<file path="config.mk">
export PLATFORM = sky130hd
export DESIGN_NAME = bakery_ticket_arbiter
export DESIGN_NICKNAME = d
export VERILOG_FILES = /design/src/hw/rtl/bta_pkg.sv /design/src/hw/rtl/bta_ticket_store.sv /design/src/hw/rtl/bakery_ticket_arbiter.sv
export SDC_FILE = /design/constraint.sdc
export NUM_CORES = 1
export LEC_CHECK = 0
export ABC_AREA = 0
export BUFFER_PORTS_ARGS = -buffer_cell sky130_fd_sc_hd__buf_2
export CORE_ASPECT_RATIO = 0.9
export CORE_MARGIN = 2
export CORE_UTILIZATION = 53
export DETAILED_ROUTE_END_ITERATION = 10
export PLACE_DENSITY_LB_ADDON = 0.05
export SKIP_LAST_GASP = 1
export SLEW_MARGIN = 40
export SYNTH_ARGS = -nofsm -noshare
export SYNTH_HDL_FRONTEND = slang
export SYNTH_SLANG_ARGS = --single-unit
</file>
<file path="constraint.sdc">
create_clock -name clk_i -period 9.6 [get_ports clk_i]
set_clock_uncertainty 0.15 [all_clocks]
set_input_delay 1.92 -clock clk_i [delete_from_list [all_inputs] [get_ports clk_i]]
set_output_delay 1.92 -clock clk_i [all_outputs]
set_load 0.005 [all_outputs]
</file>
<file path="src/hw/rtl/bta_pkg.sv">
// Shared types and codes for the bakery ticket arbiter.
package bta_pkg;

  // Command codes carried in an input beat
  localparam logic CMD_ACQUIRE = 1'b0;
  localparam logic CMD_RELEASE = 1'b1;

  // Result status codes
  localparam logic [1:0] STATUS_OK        = 2'd0;
  localparam logic [1:0] STATUS_BAD_ID    = 2'd1;
  localparam logic [1:0] STATUS_SATURATED = 2'd2;

  // Width of the active count register
  localparam int unsigned CountW = 4;
  localparam logic [CountW-1:0] CountReset = 4'd8;

  // Input beat
  typedef struct packed {
    logic       cmd;
    logic [2:0] proc_id;
  } in_t;

  // Result beat
  typedef struct packed {
    logic [15:0] ticket;
    logic        granted;
    logic        holder_valid;
    logic [2:0]  holder_id;
    logic [1:0]  status;
  } out_t;

  // Sequencer states
  typedef enum logic [2:0] {
    ST_IDLE,
    ST_MAX,
    ST_WRITE,
    ST_MIN,
    ST_DONE
  } state_e;

endpackage

</file>
<file path="src/hw/rtl/bta_ticket_store.sv">
// Ticket store: one write port, one registered read port, per-entry valid bits.
module bta_ticket_store #(
  parameter int unsigned Depth = 8,
  parameter int unsigned Width = 16,
  localparam int unsigned AddrW = (Depth > 1) ? $clog2(Depth) : 1
) (
  input  logic             clk_i,
  input  logic             rst_ni,
  input  logic             wr_en_i,
  input  logic [AddrW-1:0] wr_addr_i,
  input  logic [Width-1:0] wr_data_i,
  input  logic [AddrW-1:0] rd_addr_i,
  output logic [Width-1:0] rd_data_o
);

  logic [Width-1:0] mem [Depth];
  logic [Depth-1:0] valid_q;
  logic [Width-1:0] raw_q;
  logic             ok_q;

  // Valid bits: cleared at reset, set on first write
  always_ff @(posedge clk_i or negedge rst_ni) begin
    if (!rst_ni) begin
      valid_q <= '0;
      ok_q    <= 1'b0;
    end else begin
      if (wr_en_i) begin
        valid_q[wr_addr_i] <= 1'b1;
      end
      ok_q <= valid_q[rd_addr_i];
    end
  end

  // Array write and registered read
  always_ff @(posedge clk_i) begin
    if (wr_en_i) begin
      mem[wr_addr_i] <= wr_data_i;
    end
    raw_q <= mem[rd_addr_i];
  end

  // Never-written entries read as zero
  assign rd_data_o = ok_q ? raw_q : '0;

endmodule

</file>
<file path="src/hw/rtl/bakery_ticket_arbiter.sv">
// Top level of the bakery ticket arbiter: sequencer and shared comparator.
//
//   channel | direction | handshake               | beat
//   --------+-----------+-------------------------+------------------------------
//   in      | in        | in_valid_i / in_ready_o | bta_pkg::in_t (cmd, proc_id)
//   out     | out       | out_valid_o/out_ready_i | bta_pkg::out_t (result)
//   cfg     | in        | cfg_valid_i/cfg_ready_o | active_count, 4 bits
//
// An acquire walks the store once with the one comparator for the largest ticket,
// writes the new ticket, and walks again for the holder; a release writes a zero
// ticket and walks once for the holder, and a bad id only walks for the holder.
// The single read port of the ticket store sets the pace.
// Reset clears all tickets at once through valid bits and sets active_count
// to 8. The result is held in registers until taken; no new beat is taken meanwhile.
module bakery_ticket_arbiter #(
  parameter int unsigned MAX_PROCS   = 8,
  parameter int unsigned TICKET_BITS = 16
) (
  input  logic                         clk_i,
  input  logic                         rst_ni,
  input  logic                         in_valid_i,
  output logic                         in_ready_o,
  input  bta_pkg::in_t                 in_data_i,
  output logic                         out_valid_o,
  input  logic                         out_ready_i,
  output bta_pkg::out_t                out_data_o,
  input  logic                         cfg_valid_i,
  output logic                         cfg_ready_o,
  input  logic [bta_pkg::CountW-1:0]   cfg_data_i
);

  localparam int unsigned IdxW = (MAX_PROCS > 1) ? $clog2(MAX_PROCS) : 1;
  localparam int unsigned CntW = IdxW + 1;

  bta_pkg::state_e        state_q, state_d;
  logic [bta_pkg::CountW-1:0] active_q;
  logic                   cmd_q, cmd_d;
  logic [2:0]             id_q, id_d;
  logic [CntW-1:0]        n_q, n_d;
  logic [CntW-1:0]        cnt_q, cnt_d;
  logic                   pend_q, pend_d;
  logic [IdxW-1:0]        pidx_q, pidx_d;
  logic [TICKET_BITS-1:0] acc_q, acc_d;
  logic                   found_q, found_d;
  logic [IdxW-1:0]        who_q, who_d;
  logic [TICKET_BITS-1:0] mine_q, mine_d;
  logic [1:0]             status_q, status_d;

  logic                   issue;
  logic                   wr_en;
  logic [TICKET_BITS-1:0] rd_data;
  logic [TICKET_BITS-1:0] cmp_a, cmp_b;
  logic                   cmp_lt;
  logic                   bad_id;
  logic [CntW-1:0]        n_live;

  // Ticket storage
  bta_ticket_store #(
    .Depth (MAX_PROCS),
    .Width (TICKET_BITS)
  ) u_store (
    .clk_i     (clk_i),
    .rst_ni    (rst_ni),
    .wr_en_i   (wr_en),
    .wr_addr_i (IdxW'(id_q)),
    .wr_data_i (mine_d),
    .rd_addr_i (cnt_q[IdxW-1:0]),
    .rd_data_o (rd_data)
  );

  // Configuration register, always ready
  assign cfg_ready_o = 1'b1;

  always_ff @(posedge clk_i or negedge rst_ni) begin
    if (!rst_ni) begin
      active_q <= bta_pkg::CountReset;
    end else if (cfg_valid_i) begin
      active_q <= cfg_data_i;
    end
  end

  // Live process count, capped at the store depth
  assign n_live = (int'(active_q) > int'(MAX_PROCS)) ? CntW'(MAX_PROCS) : CntW'(active_q);
  assign bad_id = int'(in_data_i.proc_id) >= int'(n_live);

  // Shared comparator: max scan asks acc < rd, min scan asks rd < acc
  assign cmp_a  = (state_q == bta_pkg::ST_MAX) ? acc_q : rd_data;
  assign cmp_b  = (state_q == bta_pkg::ST_MAX) ? rd_data : acc_q;
  assign cmp_lt = cmp_a < cmp_b;

  assign issue = cnt_q < n_q;

  // Sequencer: next state and datapath control
  always_comb begin
    state_d  = state_q;
    cmd_d    = cmd_q;
    id_d     = id_q;
    n_d      = n_q;
    cnt_d    = cnt_q;
    pend_d   = 1'b0;
    pidx_d   = pidx_q;
    acc_d    = acc_q;
    found_d  = found_q;
    who_d    = who_q;
    mine_d   = mine_q;
    status_d = status_q;
    wr_en    = 1'b0;
    in_ready_o  = 1'b0;
    out_valid_o = 1'b0;

    case (state_q)
      bta_pkg::ST_IDLE: begin
        in_ready_o = 1'b1;
        if (in_valid_i) begin
          cmd_d    = in_data_i.cmd;
          id_d     = in_data_i.proc_id;
          n_d      = n_live;
          cnt_d    = '0;
          acc_d    = '0;
          found_d  = 1'b0;
          who_d    = '0;
          mine_d   = '0;
          status_d = bad_id ? bta_pkg::STATUS_BAD_ID : bta_pkg::STATUS_OK;
          if (bad_id) begin
            state_d = bta_pkg::ST_MIN;
          end else if (in_data_i.cmd == bta_pkg::CMD_ACQUIRE) begin
            state_d = bta_pkg::ST_MAX;
          end else begin
            state_d = bta_pkg::ST_WRITE;
          end
        end
      end

      bta_pkg::ST_MAX: begin
        // issue one read a cycle, fold the previous read into the maximum
        if (pend_q && cmp_lt) begin
          acc_d = rd_data;
        end
        if (issue) begin
          pend_d = 1'b1;
          pidx_d = cnt_q[IdxW-1:0];
          cnt_d  = cnt_q + 1'b1;
        end else begin
          state_d = bta_pkg::ST_WRITE;
        end
      end

      bta_pkg::ST_WRITE: begin
        wr_en = 1'b1;
        if (cmd_q == bta_pkg::CMD_RELEASE) begin
          mine_d = '0;
        end else if (&acc_q) begin
          mine_d   = acc_q;
          status_d = bta_pkg::STATUS_SATURATED;
        end else begin
          mine_d = acc_q + 1'b1;
        end
        cnt_d   = '0;
        acc_d   = '0;
        found_d = 1'b0;
        who_d   = '0;
        state_d = bta_pkg::ST_MIN;
      end

      bta_pkg::ST_MIN: begin
        // smallest nonzero ticket; strict compare keeps the lower id on ties
        if (pend_q && (rd_data != '0) && (!found_q || cmp_lt)) begin
          acc_d   = rd_data;
          found_d = 1'b1;
          who_d   = pidx_q;
        end
        if (issue) begin
          pend_d = 1'b1;
          pidx_d = cnt_q[IdxW-1:0];
          cnt_d  = cnt_q + 1'b1;
        end else begin
          state_d = bta_pkg::ST_DONE;
        end
      end

      bta_pkg::ST_DONE: begin
        out_valid_o = 1'b1;
        if (out_ready_i) begin
          state_d = bta_pkg::ST_IDLE;
        end
      end

      default: begin
        state_d = bta_pkg::ST_IDLE;
      end
    endcase
  end

  // Sequencer and datapath registers
  always_ff @(posedge clk_i or negedge rst_ni) begin
    if (!rst_ni) begin
      state_q  <= bta_pkg::ST_IDLE;
      cmd_q    <= bta_pkg::CMD_ACQUIRE;
      id_q     <= '0;
      n_q      <= '0;
      cnt_q    <= '0;
      pend_q   <= 1'b0;
      pidx_q   <= '0;
      acc_q    <= '0;
      found_q  <= 1'b0;
      who_q    <= '0;
      mine_q   <= '0;
      status_q <= bta_pkg::STATUS_OK;
    end else begin
      state_q  <= state_d;
      cmd_q    <= cmd_d;
      id_q     <= id_d;
      n_q      <= n_d;
      cnt_q    <= cnt_d;
      pend_q   <= pend_d;
      pidx_q   <= pidx_d;
      acc_q    <= acc_d;
      found_q  <= found_d;
      who_q    <= who_d;
      mine_q   <= mine_d;
      status_q <= status_d;
    end
  end

  // Result beat, straight from registers
  always_comb begin
    out_data_o.ticket       = 16'(mine_q);
    out_data_o.granted      = found_q && (status_q != bta_pkg::STATUS_BAD_ID) &&
                              (int'(who_q) == int'(id_q));
    out_data_o.holder_valid = found_q;
    out_data_o.holder_id    = 3'(who_q);
    out_data_o.status       = status_q;
  end

`ifndef ASSERT_OFF
  // A grant always comes with a valid holder
  assert property (@(posedge clk_i) disable iff (!rst_ni)
    out_valid_o |-> (!out_data_o.granted || out_data_o.holder_valid))
    else $error("granted without a valid holder");

  // An ignored id leaves no ticket and no grant
  assert property (@(posedge clk_i) disable iff (!rst_ni)
    (out_valid_o && (out_data_o.status == bta_pkg::STATUS_BAD_ID)) |->
    ((out_data_o.ticket == 16'd0) && !out_data_o.granted))
    else $error("bad id produced a ticket or grant");

  // No result is offered in the cycle after a beat is taken
  assert property (@(posedge clk_i) disable iff (!rst_ni)
    (in_valid_i && in_ready_o) |=> (!out_valid_o && !in_ready_o))
    else $error("result or ready too early after accept");
`endif

endmodule

</file>
* After elaboration in Yosys (flattened, before gate mapping) *
Memory sizes are Yosys's and may differ from the RTL's. A register that Yosys moved wholly into a read port is not among the register bits.
Cells that the tools add are included.

word-level totals
  flip-flop bits (word level) = 70
  memories kept = 1
  RAM bits = 128

memory list
  memory       words  bits a word  read ports  clocked after memory_dff  wr ports  line                    source
  u_store.mem  8      16           1           1                         1         bta_ticket_store.sv:16  logic [Width-1:0] mem [Depth];

cells by class
  mux-type cells = 44
  $add $sub $neg = 2
  magnitude comparators = 7
  reduce and logical (&&, ||, !) cells = 23
  equality and inequality tests = 15
  bitwise operators = 1

operators by type and width
  kind                     number
  $mux W16                 9
  $pmux W16 S4             1
  $pmux W16 S2             1
  $mux W3                  6
  $add A16 B1 Y16 const B  1
  $lt A16 B16 Y1           1
  $reduce_and A16 Y1       1
  $reduce_bool A16 Y1      1
  $pmux W3 S5              1
  $ne A2 B2 Y1 const B     7
  $mux W1                  12
  $mux W4                  3
  $pmux W4 S3              1
  $reduce_and A4 Y1        3
  $mux W2                  5
  $pmux W3 S3              1
  $lt A3 B4 Y1 const B     2
  $or A8 B8 Y8             1
  $eq A3 B2 Y1 const B     2
  $logic_and A1 B1 Y1      6
  $ne A2 B1 Y1 const B     3
  $reduce_and A3 Y1        2
  $reduce_bool A3 Y1       2
  $add A4 B1 Y4 const B    1
  other kinds (18)         19

* Longest topological paths before layout *
Gate-level depths: netlist (run 1).

  depth in word-level cells = 7
  gate-level depth with buffers = 15

* By module *
A second synthesis (run 1) with hierarchy kept.

second synthesis, totals
  cells, all modules = 676
  area, all modules = 9,459.1 um^2

modules (own cells, without submodules)
  module                 seq. area each (um^2)  cells an instance  instances  area an instance (um^2)
  bta_ticket_store       4,389.2                255                1          5,766.8
  bakery_ticket_arbiter  1,527.7                421                1          3,692.3

* Worst setup path after synthesis (run 1) *
OpenSTA, ideal clock, no wires.

  path type = register -> register
  from = register state_q[0]
  to = register acc_q[10]
  data required time = 9.325 ns
  setup slack = 6.066 ns
  arrival time = 3.258 ns
  stages on the path, launching flop included = 16
  library setup time = 0.125 ns
  cell sequence = dfrtp_1 > clkbuf_1 > nor2b_1 > nand2b_1 > clkbuf_1 > nor2_1 > a21oi_1 > ha_1 > a21o_1 > a221oi_1 > a211o_1 > a31o_2 > nand4_1 > a21oi_2 > buf_6 > mux2_4

between the ends
  word-level cells in the longest chain between the ends = 7
  elaborated cells between the ends (all ways) = 16

RTL lines
  element                             line                                                                                    source
  start: declaration                  bakery_ticket_arbiter.sv:35                                                             bta_pkg::state_e state_q, state_d;
  start signal: assignment            bakery_ticket_arbiter.sv:197                                                            state_q <= bta_pkg::ST_IDLE;
  start signal: assignment            bakery_ticket_arbiter.sv:210                                                            state_q <= state_d;
  $eq A3 B1 Y1                        bakery_ticket_arbiter.sv:87, bakery_ticket_arbiter.sv:88, bakery_ticket_arbiter.sv:111
  $mux W16, on equally long branches  bakery_ticket_arbiter.sv:87, bakery_ticket_arbiter.sv:88
  $lt A16 B16 Y1                      bakery_ticket_arbiter.sv:89                                                             assign cmp_lt = cmp_a < cmp_b;
  $logic_or A1 B1 Y1                  bakery_ticket_arbiter.sv:167                                                            if (pend_q && (rd_data != '0) && (!found_q || cmp_lt)) begin
  $logic_and A1 B1 Y1                 bakery_ticket_arbiter.sv:167
  $ne A2 B2 Y1 (no source line)       -
  $reduce_and A4 Y1 (no source line)  -
  end signal: assignment              bakery_ticket_arbiter.sv:204                                                            acc_q <= '0;
  end signal: assignment              bakery_ticket_arbiter.sv:217                                                            acc_q <= acc_d;
  end: declaration                    bakery_ticket_arbiter.sv:43                                                             logic [TICKET_BITS-1:0] acc_q, acc_d;

Parallel ways exist; a longest one is shown, timed or not.
A chain may end at the register's enable or synchronous reset.

* Worst setup path in the final report (run 1) *
  from = register state_q[0]
  to = register acc_q[2]

Same word-level chain as after synthesis.

==> results.md, run 1 <==
- Critical path class: reg -> reg
- Synthesized instance count: 660
- Sequential share of the synthesized area: 63.7%
- PD cells: 335 nW/µm²
- Hold path depth: 1
- Flop pwr share: 41.3%
- CTS Buffer Depth: 3
- DP Cell Count: 911
- Max Slew Vio Count: 0
- Critical Path RT: 9.85 ns
- Synth Area in Compound Gates: 5.82%
- CP Launch Type: flip-flop
- Synth Area in Adders: 3.10%
- Largest family of logic cells by synthesized area: multiplexers
- Total wire length: 20.2 mm
- Top_reg_cell synth: edfxtp_1
- Mux share of post-synthesis cell area: 14.4%
- Synthesized area per cell: 14.1 µm²
- Final core occ: 61.5%
- Cell Area, Synth: 9290 µm²
- Crit path time final: 4.09 ns
- First-pass GRT wire length: 31.1 mm
- Highest Clock Rate: 245 MHz
- Slowest-stage cell, CP: a21oi_4
- Total congestion overflow: 0
- Relative slew slack: 45.3%
- Pint: 2290 µW
- Status: complete, no violations
- TritonCTS Sinks: 214
- Post-synth top cells: 128 x edfxtp_1, 72 x nand2_1, 69 x dfrtp_1
- Reg2reg start: state_q[0]$_DFFE_PN0P_
- Final Non-Filler Cells: 953
- Post-CTS Resized: 0
- XOR/XNOR Fraction of Synth Area: 1.51%
- I/O Pins: 39
- Leak: 0.00402 µW
- Combinational group share of total power: 35.4%
- Post-CTS setup buffers: 0
- GP Congestion: 0.823
- # hold bufs at CTS: 0
- Synth warn: 0
- Max Cap Viol: 0
- Distinct cells, synth: 54
- Crit. End Element: flip-flop
- CP peak stage delay: 0.64 ns
- Initial core utilization: 54.6%
- Share of cells above drive strength 1: 25.1%
- Via Count: 5,556
- CTS root buf: clkbuf_16
- Die span in x: 144 µm
- Worst setup startpoint: state_q[0]$_DFFE_PN0P_
- Port Buffers: 37
- Max FO, Critical Path: 31
- CTS Buf Count: 23
- Core box area: 17,000 µm²
- P_sw: 1220 µW
- Setup tns final: 0 ns
- RSZ-0062 raised after global routing: false
- Vias in the first global route: 5,463
- Diodes inserted: 0
- Crit share post-route: 42.6%
- Async set-reset flop share out of synthesis: 32.7%
- Area Growth Syn to Fin: 12.6%
- Final Net Count: 737
- Final hold violation count: 0
- Tot GR Track Use: 22.5%
- Worst Tran Pin Value: 0.815 ns
- Final worst setup slack: 5.51 ns
- Clock Power Share: 23.3%
- Crit path top cell by count: a21oi_1
- DR DRC count: 0
- Post-DP HPWL: 12.7 mm
- Synth Area in Simple Gates: 9.37%
- Setup violators final: 0
- # rows: 45
- Top cell type's share of synthesized area: 41.4%
- Die ar.: 18,600 µm²
- Remaining antenna violation count: 0
- Initial DRC count: 340
- R2R cell count: 12
- EDFF count, synth: 128
- Net Sw Frac: 34.8%
- Syn Nets: 696
- Initial antenna violation count: 0
- Dpl ws: 5.55 ns
- Largest net degree at the start of global routing: 71
- Largest area contributor in the netlist: edfxtp_1
- Worst-Skew Late Latency: 0.52 ns
- Area contributors post-synth: edfxtp_1 41%, dfrtp_1 19%, mux4_2 8.2%, mux2_2 4.0%, dfxtp_1 3.4%
- Average wire per standard cell: 21.2 µm
- Capturing point of the worst reg2reg path: acc_q[2]$_DFFE_PN0P_
- FF+latch count, synth: 214
- Max rail drop VDD: 0.186 mV
- Critical-path cell list: nor2b_1 > nand2b_2 > nor2_1 > a21oi_1 > ha_1 > a21o_1 > nand3_1 > a21oi_1 > a211oi_1 > nand4_1 > a21oi_4 > mux2_2
- Flop2flop setup slack: 5.51 ns
- Hold crit path type: reg -> reg
- Critical path arrival: 4.34 ns
- Clock-pin slew on the worst setup and hold paths: 0.06 ns
- Die Span Y: 130 µm
- Pre-Repair DR Iteration Count: 5
- Worst setup path end: acc_q[2]$_DFFE_PN0P_
- Most common cell in the netlist: edfxtp_1
- H-tree Lvls: 1
- CTS tree: done
- Drt via density: 5.83
-- through the flow --
step	hold WS (ns)	total power (µW)	instance area, µm²
6_report	0.310	3510	10500
5_1_grt	0.331	3720	10500
4_1_cts	0.313	3520	10500
3_5_place_dp	0.299	2700	9750
3_3_place_gp	0.295	2630	9730
2_1_floorplan	0.284	2320	9290
-- cells in the final DEF (no fill, tap or decap), types with 6 or more instances in the layout --
| master | instances |
|---|---|
| a21o_1 | 6 |
| a21oi_1 | 24 |
| buf_2 | 36 |
| buf_4 | 12 |
| clkbuf_1 | 8 |
| clkbuf_16 | 23 |
| dfrtp_1 | 68 |
| dfxtp_1 | 16 |
| edfxtp_1 | 128 |
| ha_1 | 23 |
| inv_1 | 12 |
| mux2_2 | 33 |
| mux2_4 | 10 |
| mux4_2 | 34 |
| nand2_1 | 72 |
| nand2b_1 | 9 |
| nand3_1 | 12 |
| nand4_1 | 7 |
| nor2_1 | 46 |
| nor4_1 | 6 |
| o21ai_0 | 26 |
| o21ai_1 | 14 |
| or2_2 | 12 |
| xor2_1 | 12 |
-- layer usage --
metal / routed length (µm) / share of wire, % / up-vias / global-route usage (%)
met5: 0 / 0 / - / 0
met4: 332 / 1.6 / 0 / 5.07
met2: 9530 / 47 / 130 / 35.7
met3: 962 / 4.8 / 34 / 3.40
li1: - / - / 2529 / -
met1: 9330 / 46 / 2863 / 33.5
-- worst max-delay path, delay by kind of cell (launching register included) --
kind,cells,cell delay (ns)
AOI/OAI and AO/OA,5,1.40
DFF,1,0.53
and+or+nand+nor,5,1.15
adders and majority gates,1,0.32
muxes,1,0.41
-- registers in the layout, summed over array words and instances, names as in the netlist, 4 cells and up --
register / flops
u_store.raw_q: 16
u_store.valid_q: 8
mine_q: 16
cnt_q: 4
acc_q: 16
n_q: 4
active_q: 4
u_store.mem: 128
-- cells by family after synthesis --
group,after synthesis
buf+inv,46
other cells,1
flops,214
simple gates,187
compound gates,91
fa+ha+maj,23
xor+xnor,16
mux,82
-- power by group through the flow --
stage	clock network (µW)	logic, µW	registers (µW)
after floorplan	0	931	1380
after global placement	0	1180	1450
after detailed placement	0	1240	1460
after CTS	834	1240	1450
after global routing	869	1370	1470
final	817	1240	1450
-- how the worst min path moves through the flow --
stage,startpoint,end
final,u_store.valid_q[5]$_DFFE_PN0P_,u_store.valid_q[5]$_DFFE_PN0P_
after detailed placement,u_store.valid_q[5]$_DFFE_PN0P_,u_store.valid_q[5]$_DFFE_PN0P_
after global routing,u_store.valid_q[4]$_DFFE_PN0P_,u_store.valid_q[4]$_DFFE_PN0P_
after global placement,u_store.valid_q[2]$_DFFE_PN0P_,u_store.valid_q[2]$_DFFE_PN0P_
after CTS,u_store.valid_q[5]$_DFFE_PN0P_,u_store.valid_q[5]$_DFFE_PN0P_
after floorplan,u_store.valid_q[2]$_DFFE_PN0P_,u_store.valid_q[2]$_DFFE_PN0P_
-- final cells by class --
| type | instances | area [µm²] |
|---|---|---|
| Clock buffer | 34 | 647 |
| Sequential cell | 214 | 5920 |
| Clock inverter | 8 | 58.8 |
| Fill cell | 1301 | 6540 |
| Tap cell | 235 | 294 |
| Inverter | 12 | 45.0 |
| Multi-Input combinational cell | 400 | 3210 |
| Timing Repair Buffer | 50 | 293 |
No activity file was read; power rests on OpenSTA's default activity.
==> run 2, diff against run 1 <==
==> constraint.sdc (replaced) <==
create_clock -name clk_i -period 4.05 [get_ports clk_i]
set_clock_uncertainty 0.15 [all_clocks]
set_input_delay 0.81 -clock clk_i [delete_from_list [all_inputs] [get_ports clk_i]]
set_output_delay 0.81 -clock clk_i [all_outputs]
set_load 0.005 [all_outputs]
==> results.md, run 2 (synthesis gave the netlist of run 1 again) <==
- Status: complete, no violations (unchanged)
- Drt via density: 5.79 (was 5.83)
- Commonest cells after routing, fill and taps aside: 128 x edfxtp_1, 72 x nand2_1, 68 x dfrtp_1, 46 x nor2_1, 36 x buf_2 (unchanged)
- Critical path class: reg -> reg (unchanged)
- Crit share post-route: 89.2% (was 42.6%)
- Post-DP HPWL: 13.0 mm (was 12.7 mm)
- Share of cells above drive strength 1: 26.0% (was 25.1%)
- I/O Pins: 39 (unchanged)
- R2R cell count: 13 (was 12)
- Crit path time final: 3.61 ns (was 4.09 ns)
- Biggest register: u_store.mem (unchanged)
- Pre-Repair DR Iteration Count: 5 (unchanged)
- Die ar.: 18,600 µm² (unchanged)
- Core box area: 17,000 µm² (unchanged)
- Critical-path cell list: nor2b_1 > nand2b_1 > buf_4 > nor2_1 > a21oi_1 > ha_1 > a21oi_1 > nand2_1 > a211oi_1 > nand4_1 > a21oi_2 > buf_4 > mux2_2 (was nor2b_1 > nand2b_2 > nor2_1 > a21oi_1 > ha_1 > a21o_1 > nand3_1 > a21oi_1 > a211oi_1 > nand4_1 > a21oi_4 > mux2_2)
- Remaining antenna violation count: 0 (unchanged)
- Worst setup startpoint: state_q[0]$_DFFE_PN0P_ (unchanged)
- CTS root buf: clkbuf_16 (unchanged)
- Crit. End Element: flip-flop (unchanged)
- Setup tns final: 0 ns (unchanged)
- # rows: 45 (unchanged)
- Max Cap Viol: 0 (unchanged)
- Final Net Count: 750 (was 737)
- CTS Buf Count: 22 (was 23)
- Total wire length: 19.8 mm (was 20.2 mm)
- Critical path arrival: 3.84 ns (was 4.34 ns)
- Worst-Skew Late Latency: 0.50 ns (was 0.52 ns)
- WHS: 0.135 ns (was 0.310 ns)
- Critical Path RT: 4.28 ns (was 9.85 ns)
- Leak: 0.00408 µW (was 0.00402 µW)
- First-pass GRT wire length: 31.3 mm (was 31.1 mm)
- Total congestion overflow: 0 (unchanged)
- GP Congestion: 0.816 (was 0.823)
- Max FO, Critical Path: 31 (unchanged)
- Max Slew Vio Count: 0 (unchanged)
- Largest net degree at the start of global routing: 71 (unchanged)
- Final hold violation count: 0 (unchanged)
- CTS tree: done (unchanged)
- H-tree Lvls: 1 (unchanged)
- PD cells: 792 nW/µm² (was 335 nW/µm²)
- Port Buffers: 37 (unchanged)
- Most common cell after layout, fill and taps aside: edfxtp_1 (unchanged)
- Hold crit path type: in -> async (was reg -> reg)
- Clock-pin slew on the worst setup and hold paths: 0.06 ns (about the same)
- Relative slew slack: 55.1% (was 45.3%)
- Initial core utilization: 54.6% (unchanged)
- Flop2flop setup slack: 0.44 ns (was 5.51 ns)
- Die span in x: 144 µm (unchanged)
- CP peak stage delay: 0.49 ns (was 0.64 ns)
- RSZ-0062 raised after global routing: false (unchanged)
- Area Growth Syn to Fin: 13.4% (was 12.6%)
- Reg2reg start: state_q[0]$_DFFE_PN0P_ (unchanged)
- Highest Clock Rate: 277 MHz (was 245 MHz)
- Post-CTS setup buffers: 0 (unchanged)
- DR DRC count: 0 (unchanged)
- Vias in the first global route: 5,616 (was 5,463)
- Diodes inserted: 0 (unchanged)
- Worst setup path end: acc_q[3]$_DFFE_PN0P_ (was acc_q[2]$_DFFE_PN0P_)
- Capturing point of the worst reg2reg path: acc_q[3]$_DFFE_PN0P_ (was acc_q[2]$_DFFE_PN0P_)
- Final worst setup slack: 0.438 ns (was 5.51 ns)
- Average wire per standard cell: 20.6 µm (was 21.2 µm)
- Via Count: 5,590 (was 5,556)
- Dpl ws: 0.489 ns (was 5.55 ns)
- TritonCTS Sinks: 214 (unchanged)
- Max rail drop VDD: 0.389 mV (was 0.186 mV)
- Initial antenna violation count: 0 (unchanged)
- Die Span Y: 130 µm (unchanged)
- Initial DRC count: 483 (was 340)
- CP Launch Type: flip-flop (unchanged)
- CTS Buffer Depth: 3 (unchanged)
- Slowest-stage cell, CP: dfrtp_1 (was a21oi_4)
- Post-CTS Resized: 0 (unchanged)
- Max FFs per register: 128 (unchanged)
- Worst Tran Pin Value: 0.674 ns (was 0.815 ns)
- Setup violators final: 0 (unchanged)
- Tot GR Track Use: 22.5% (about the same)
- # hold bufs at CTS: 0 (unchanged)
## run 2: cell count changes in the layout (fill, tap and decap cells not counted), sizes merged
cell    change
clkinv      -1
inv         -2
bufinv      +1
buf        +14
## run 2: per-layer routing
layer | vias to the layer above | wire (µm) | track usage (%)
met3 | 31 | 991 | 3.66
met4 | 0 | 416 | 6.17
met1 | 2858 | 9250 | 32.9
li1 | 2559 | - | -
met5 | - | 0 | 0
met2 | 142 | 9180 | 35.6
## run 2: per-stage QoR
stage	cells	util [%]	power, µW	area (µm²)
after floorplan	660	-	5490	9290
after global placement	925	57.9	6300	9840
after detailed placement	925	57.9	6460	9840
after CTS	965	62.0	8400	10500
after global routing	965	62.0	8840	10500
final	965	62.0	8340	10500
## run 2: worst max-delay path: cells and delay by family, from the launching register on
kind / cells / cell delay [ns]
flops: 1 / 0.49
compound gates: 4 / 0.96
simple gates: 5 / 0.64
mux: 1 / 0.38
buf+inv: 2 / 0.56
fa+ha+maj: 1 / 0.28
## run 2: worst min-delay path by stage
| stage | startpoint | slack [ns] | cells past startpoint | to |
|---|---|---|---|---|
| finish | rst_ni | 0.14 | 1 | u_store.valid_q[7]$_DFFE_PN0P_ |
| global route | rst_ni | 0.19 | 1 | u_store.valid_q[7]$_DFFE_PN0P_ |
| CTS | rst_ni | 0.17 | 1 | u_store.valid_q[5]$_DFFE_PN0P_ |
| detailed placement | u_store.valid_q[6]$_DFFE_PN0P_ | 0.30 | 1 | u_store.valid_q[6]$_DFFE_PN0P_ |
| global placement | u_store.valid_q[1]$_DFFE_PN0P_ | 0.30 | 1 | u_store.valid_q[1]$_DFFE_PN0P_ |
| floorplan | u_store.valid_q[2]$_DFFE_PN0P_ | 0.28 | 1 | u_store.valid_q[2]$_DFFE_PN0P_ |
## run 2: power breakdown
part | switching, µW | internal (µW) | total (µW) | leakage [µW]
clock network | 784 | 1130 | 1910 | 0.000332
registers | 410 | 3010 | 3420 | 0.00221
logic | 1650 | 1360 | 3010 | 0.00154
total | 2840 | 5500 | 8340 | 0.00408
## run 2: area by class of cell
class	count	area [µm²]
clock buffers	34	626
clock inverters	6	66.3
fillers	1311	6470
inverters	12	45.0
multi-input cells	400	3190
flip-flops and latches	214	5920
well taps	235	294
repair buffers	64	398
==> run 3, diff against run 2 <==
--- a/config.mk
+++ b/config.mk
@@ -7,9 +7,11 @@
 export LEC_CHECK = 0
 export ABC_AREA = 0
 export BUFFER_PORTS_ARGS = -buffer_cell sky130_fd_sc_hd__buf_2
+export CELL_PAD_IN_SITES_DETAIL_PLACEMENT = 1
+export CELL_PAD_IN_SITES_GLOBAL_PLACEMENT = 2
 export CORE_ASPECT_RATIO = 0.9
 export CORE_MARGIN = 2
-export CORE_UTILIZATION = 53
+export CORE_UTILIZATION = 44
 export DETAILED_ROUTE_END_ITERATION = 10
 export PLACE_DENSITY_LB_ADDON = 0.05
 export SKIP_LAST_GASP = 1
==> results.md, run 3 (synthesis gave the netlist of run 1 again) <==
- Status: complete, no violations (unchanged)
- Total power: 8740 µW (was 8340 µW)
- Leak: 0.00415 µW (was 0.00408 µW)
- Initial antenna violation count: 0 (unchanged)
- TritonCTS Sinks: 214 (unchanged)
- Capturing point of the worst reg2reg path: acc_q[0]$_DFFE_PN0P_ (was acc_q[3]$_DFFE_PN0P_)
- Reg2reg start: state_q[2]$_DFFE_PN0P_ (was state_q[0]$_DFFE_PN0P_)
- CP peak stage delay: 0.44 ns (was 0.49 ns)
- Post-DP HPWL: 14.8 mm (was 13.0 mm)
- Via Count: 5,554 (was 5,590)
- Max rail drop VDD: 0.435 mV (was 0.389 mV)
- Max Cap Viol: 0 (unchanged)
- Die span in x: 157 µm (was 144 µm)
- Initial core utilization: 44.7% (was 54.6%)
- DR DRC count: 0 (unchanged)
- Diodes inserted: 0 (unchanged)
- # rows: 50 (was 45)
- Worst-Skew Late Latency: 0.53 ns (was 0.50 ns)
- Slowest-stage cell, CP: a211oi_1 (was dfrtp_1)
- Commonest cells after routing, fill and taps aside: 128 x edfxtp_1, 72 x nand2_1, 68 x dfrtp_1, 46 x nor2_1, 36 x buf_2 (unchanged)
- Setup tns final: 0 ns (unchanged)
- Core box area: 20,800 µm² (was 17,000 µm²)
- Most common cell after layout, fill and taps aside: edfxtp_1 (unchanged)
- Worst Tran Pin Value: 0.715 ns (was 0.674 ns)
- Die Span Y: 142 µm (was 130 µm)
- CTS root buf: clkbuf_16 (unchanged)
- Hold crit path type: in -> async (unchanged)
- I/O Pins: 39 (unchanged)
- GRT Max-Usage Layer: met2 (unchanged)
- Setup violators final: 0 (unchanged)
- Relative slew slack: 52.0% (was 55.1%)
- H-tree Lvls: 1 (unchanged)
- Final core occ: 51.7% (was 62.0%)
- Biggest register: u_store.mem (unchanged)
- Grt met2 use: 33.7% (was 35.6%)
- GP Congestion: 0.801 (was 0.816)
- Final Non-Filler Cells: 1,019 (was 965)
- Post-CTS setup buffers: 0 (unchanged)
- Post-CTS Resized: 0 (unchanged)
- Final Net Count: 752 (was 750)
- Die ar.: 22,300 µm² (was 18,600 µm²)
- Critical-path cell list: nor2b_1 > nand2b_1 > buf_4 > nor2_1 > a21oi_1 > ha_1 > a21o_1 > nand3_1 > a21oi_1 > a211oi_1 > nand4_1 > a21oi_2 > buf_4 > mux2_2 (was nor2b_1 > nand2b_1 > buf_4 > nor2_1 > a21oi_1 > ha_1 > a21oi_1 > nand2_1 > a211oi_1 > nand4_1 > a21oi_2 > buf_4 > mux2_2)
- CTS Buffer Depth: 3 (unchanged)
- CTS Buf Count: 23 (was 22)
- Crit. End Element: flip-flop (unchanged)
- Pre-Repair DR Iteration Count: 4 (was 5)
- Tot GR Track Use: 21.0% (was 22.5%)
- Area Growth Syn to Fin: 15.5% (was 13.4%)
- Flop2flop setup slack: 0.59 ns (was 0.44 ns)
- First-pass GRT wire length: 35.1 mm (was 31.3 mm)
- Final hold violation count: 0 (unchanged)
- GR Util met3: 2.93% (was 3.66%)
- PD cells: 815 nW/µm² (was 792 nW/µm²)
- Max FO, Critical Path: 31 (unchanged)
- # hold bufs at CTS: 0 (unchanged)
- Crit path time final: 3.46 ns (was 3.61 ns)
- Met1 track demand over resource: 30.8% (was 32.9%)
- Port Buffers: 37 (unchanged)
- Clock-pin slew on the worst setup and hold paths: 0.06 ns (about the same)
- CTS tree: done (unchanged)
- Critical Path RT: 4.30 ns (was 4.28 ns)
- Average wire per standard cell: 21.7 µm (was 20.6 µm)
- R2R cell count: 14 (was 13)
- Initial DRC count: 331 (was 483)
- Remaining antenna violation count: 0 (unchanged)
- CP Launch Type: flip-flop (unchanged)
- Share of cells above drive strength 1: 27.4% (was 26.0%)
- Max Slew Vio Count: 0 (unchanged)
- WHS: 0.141 ns (was 0.135 ns)
- Critical path class: reg -> reg (unchanged)
- Total wire length: 22.1 mm (was 19.8 mm)
- Critical path arrival: 3.71 ns (was 3.84 ns)
- RSZ-0062 raised after global routing: false (unchanged)
- Vias in the first global route: 6,044 (was 5,616)
- DP Cell Count: 977 (was 925)
- Drt via density: 5.45 (was 5.79)
- Largest net degree at the start of global routing: 71 (unchanged)
- Highest Clock Rate: 289 MHz (was 277 MHz)
- Total congestion overflow: 0 (unchanged)
- Crit share post-route: 85.5% (was 89.2%)
- Max FFs per register: 128 (unchanged)
==> run 3: cell types whose count changed in the layout (fill, tap and decap cells not counted), sizes merged <==
cell      change
clkinv        +6
clkinvlp      +1
bufinv        +4
clkbuf       -10
inv           +1
buf           +1
==> run 3: power breakdown <==
| group | switching (µW) | leakage [µW] | internal (µW) |
|---|---|---|---|
| Clock | 873 | 0.000400 | 1370 |
| Combinational | 1700 | 0.00154 | 1370 |
| Sequential | 413 | 0.00221 | 3020 |
==> run 3: worst max path at each step <==
stage,endpoint,cells past startpoint,startpoint,slack [ns]
CTS,acc_q[0]$_DFFE_PN0P_,14,state_q[2]$_DFFE_PN0P_,0.56
floorplan,acc_q[10]$_DFFE_PN0P_,15,state_q[0]$_DFFE_PN0P_,0.52
global placement,acc_q[1]$_DFFE_PN0P_,14,state_q[0]$_DFFE_PN0P_,0.70
detailed placement,acc_q[0]$_DFFE_PN0P_,14,state_q[2]$_DFFE_PN0P_,0.57
finish,acc_q[0]$_DFFE_PN0P_,14,state_q[2]$_DFFE_PN0P_,0.59
global route,acc_q[0]$_DFFE_PN0P_,14,state_q[0]$_DFFE_PN0P_,0.30
==> run 3: area by class of cell <==
cell class | instances | area, µm²
Fill cell | 2080 | 10000
Sequential cell | 214 | 5920
Inverter | 12 | 45.0
Multi-Input combinational cell | 400 | 3190
Tap cell | 286 | 358
Clock inverter | 18 | 236
Timing Repair Buffer | 65 | 402
Clock buffer | 24 | 579
==> run 3: per-layer routing <==
layer  share of wire, %  vias to the layer above
met5                  0                        -
met4                1.8                        0
met3                3.5                       31
met2                 47                       86
met1                 48                     2884
li1                   -                     2553
==> run 3: metrics by stage <==
stage	area (µm²)	setup slack, ns
2_1_floorplan	9290	0.516
3_3_place_gp	9910	0.702
3_5_place_dp	9910	0.571
4_1_cts	10700	0.559
5_1_grt	10700	0.298
6_report	10700	0.586
==> run 3: critical path, delay by kind of cell, from the launching register on <==
kind / cells / cell delay [ns]
buffers and inverters: 2 / 0.52
DFF: 1 / 0.41
muxes: 1 / 0.38
adders and majority gates: 1 / 0.31
and+or+nand+nor: 5 / 0.70
AOI/OAI and AO/OA: 5 / 0.87
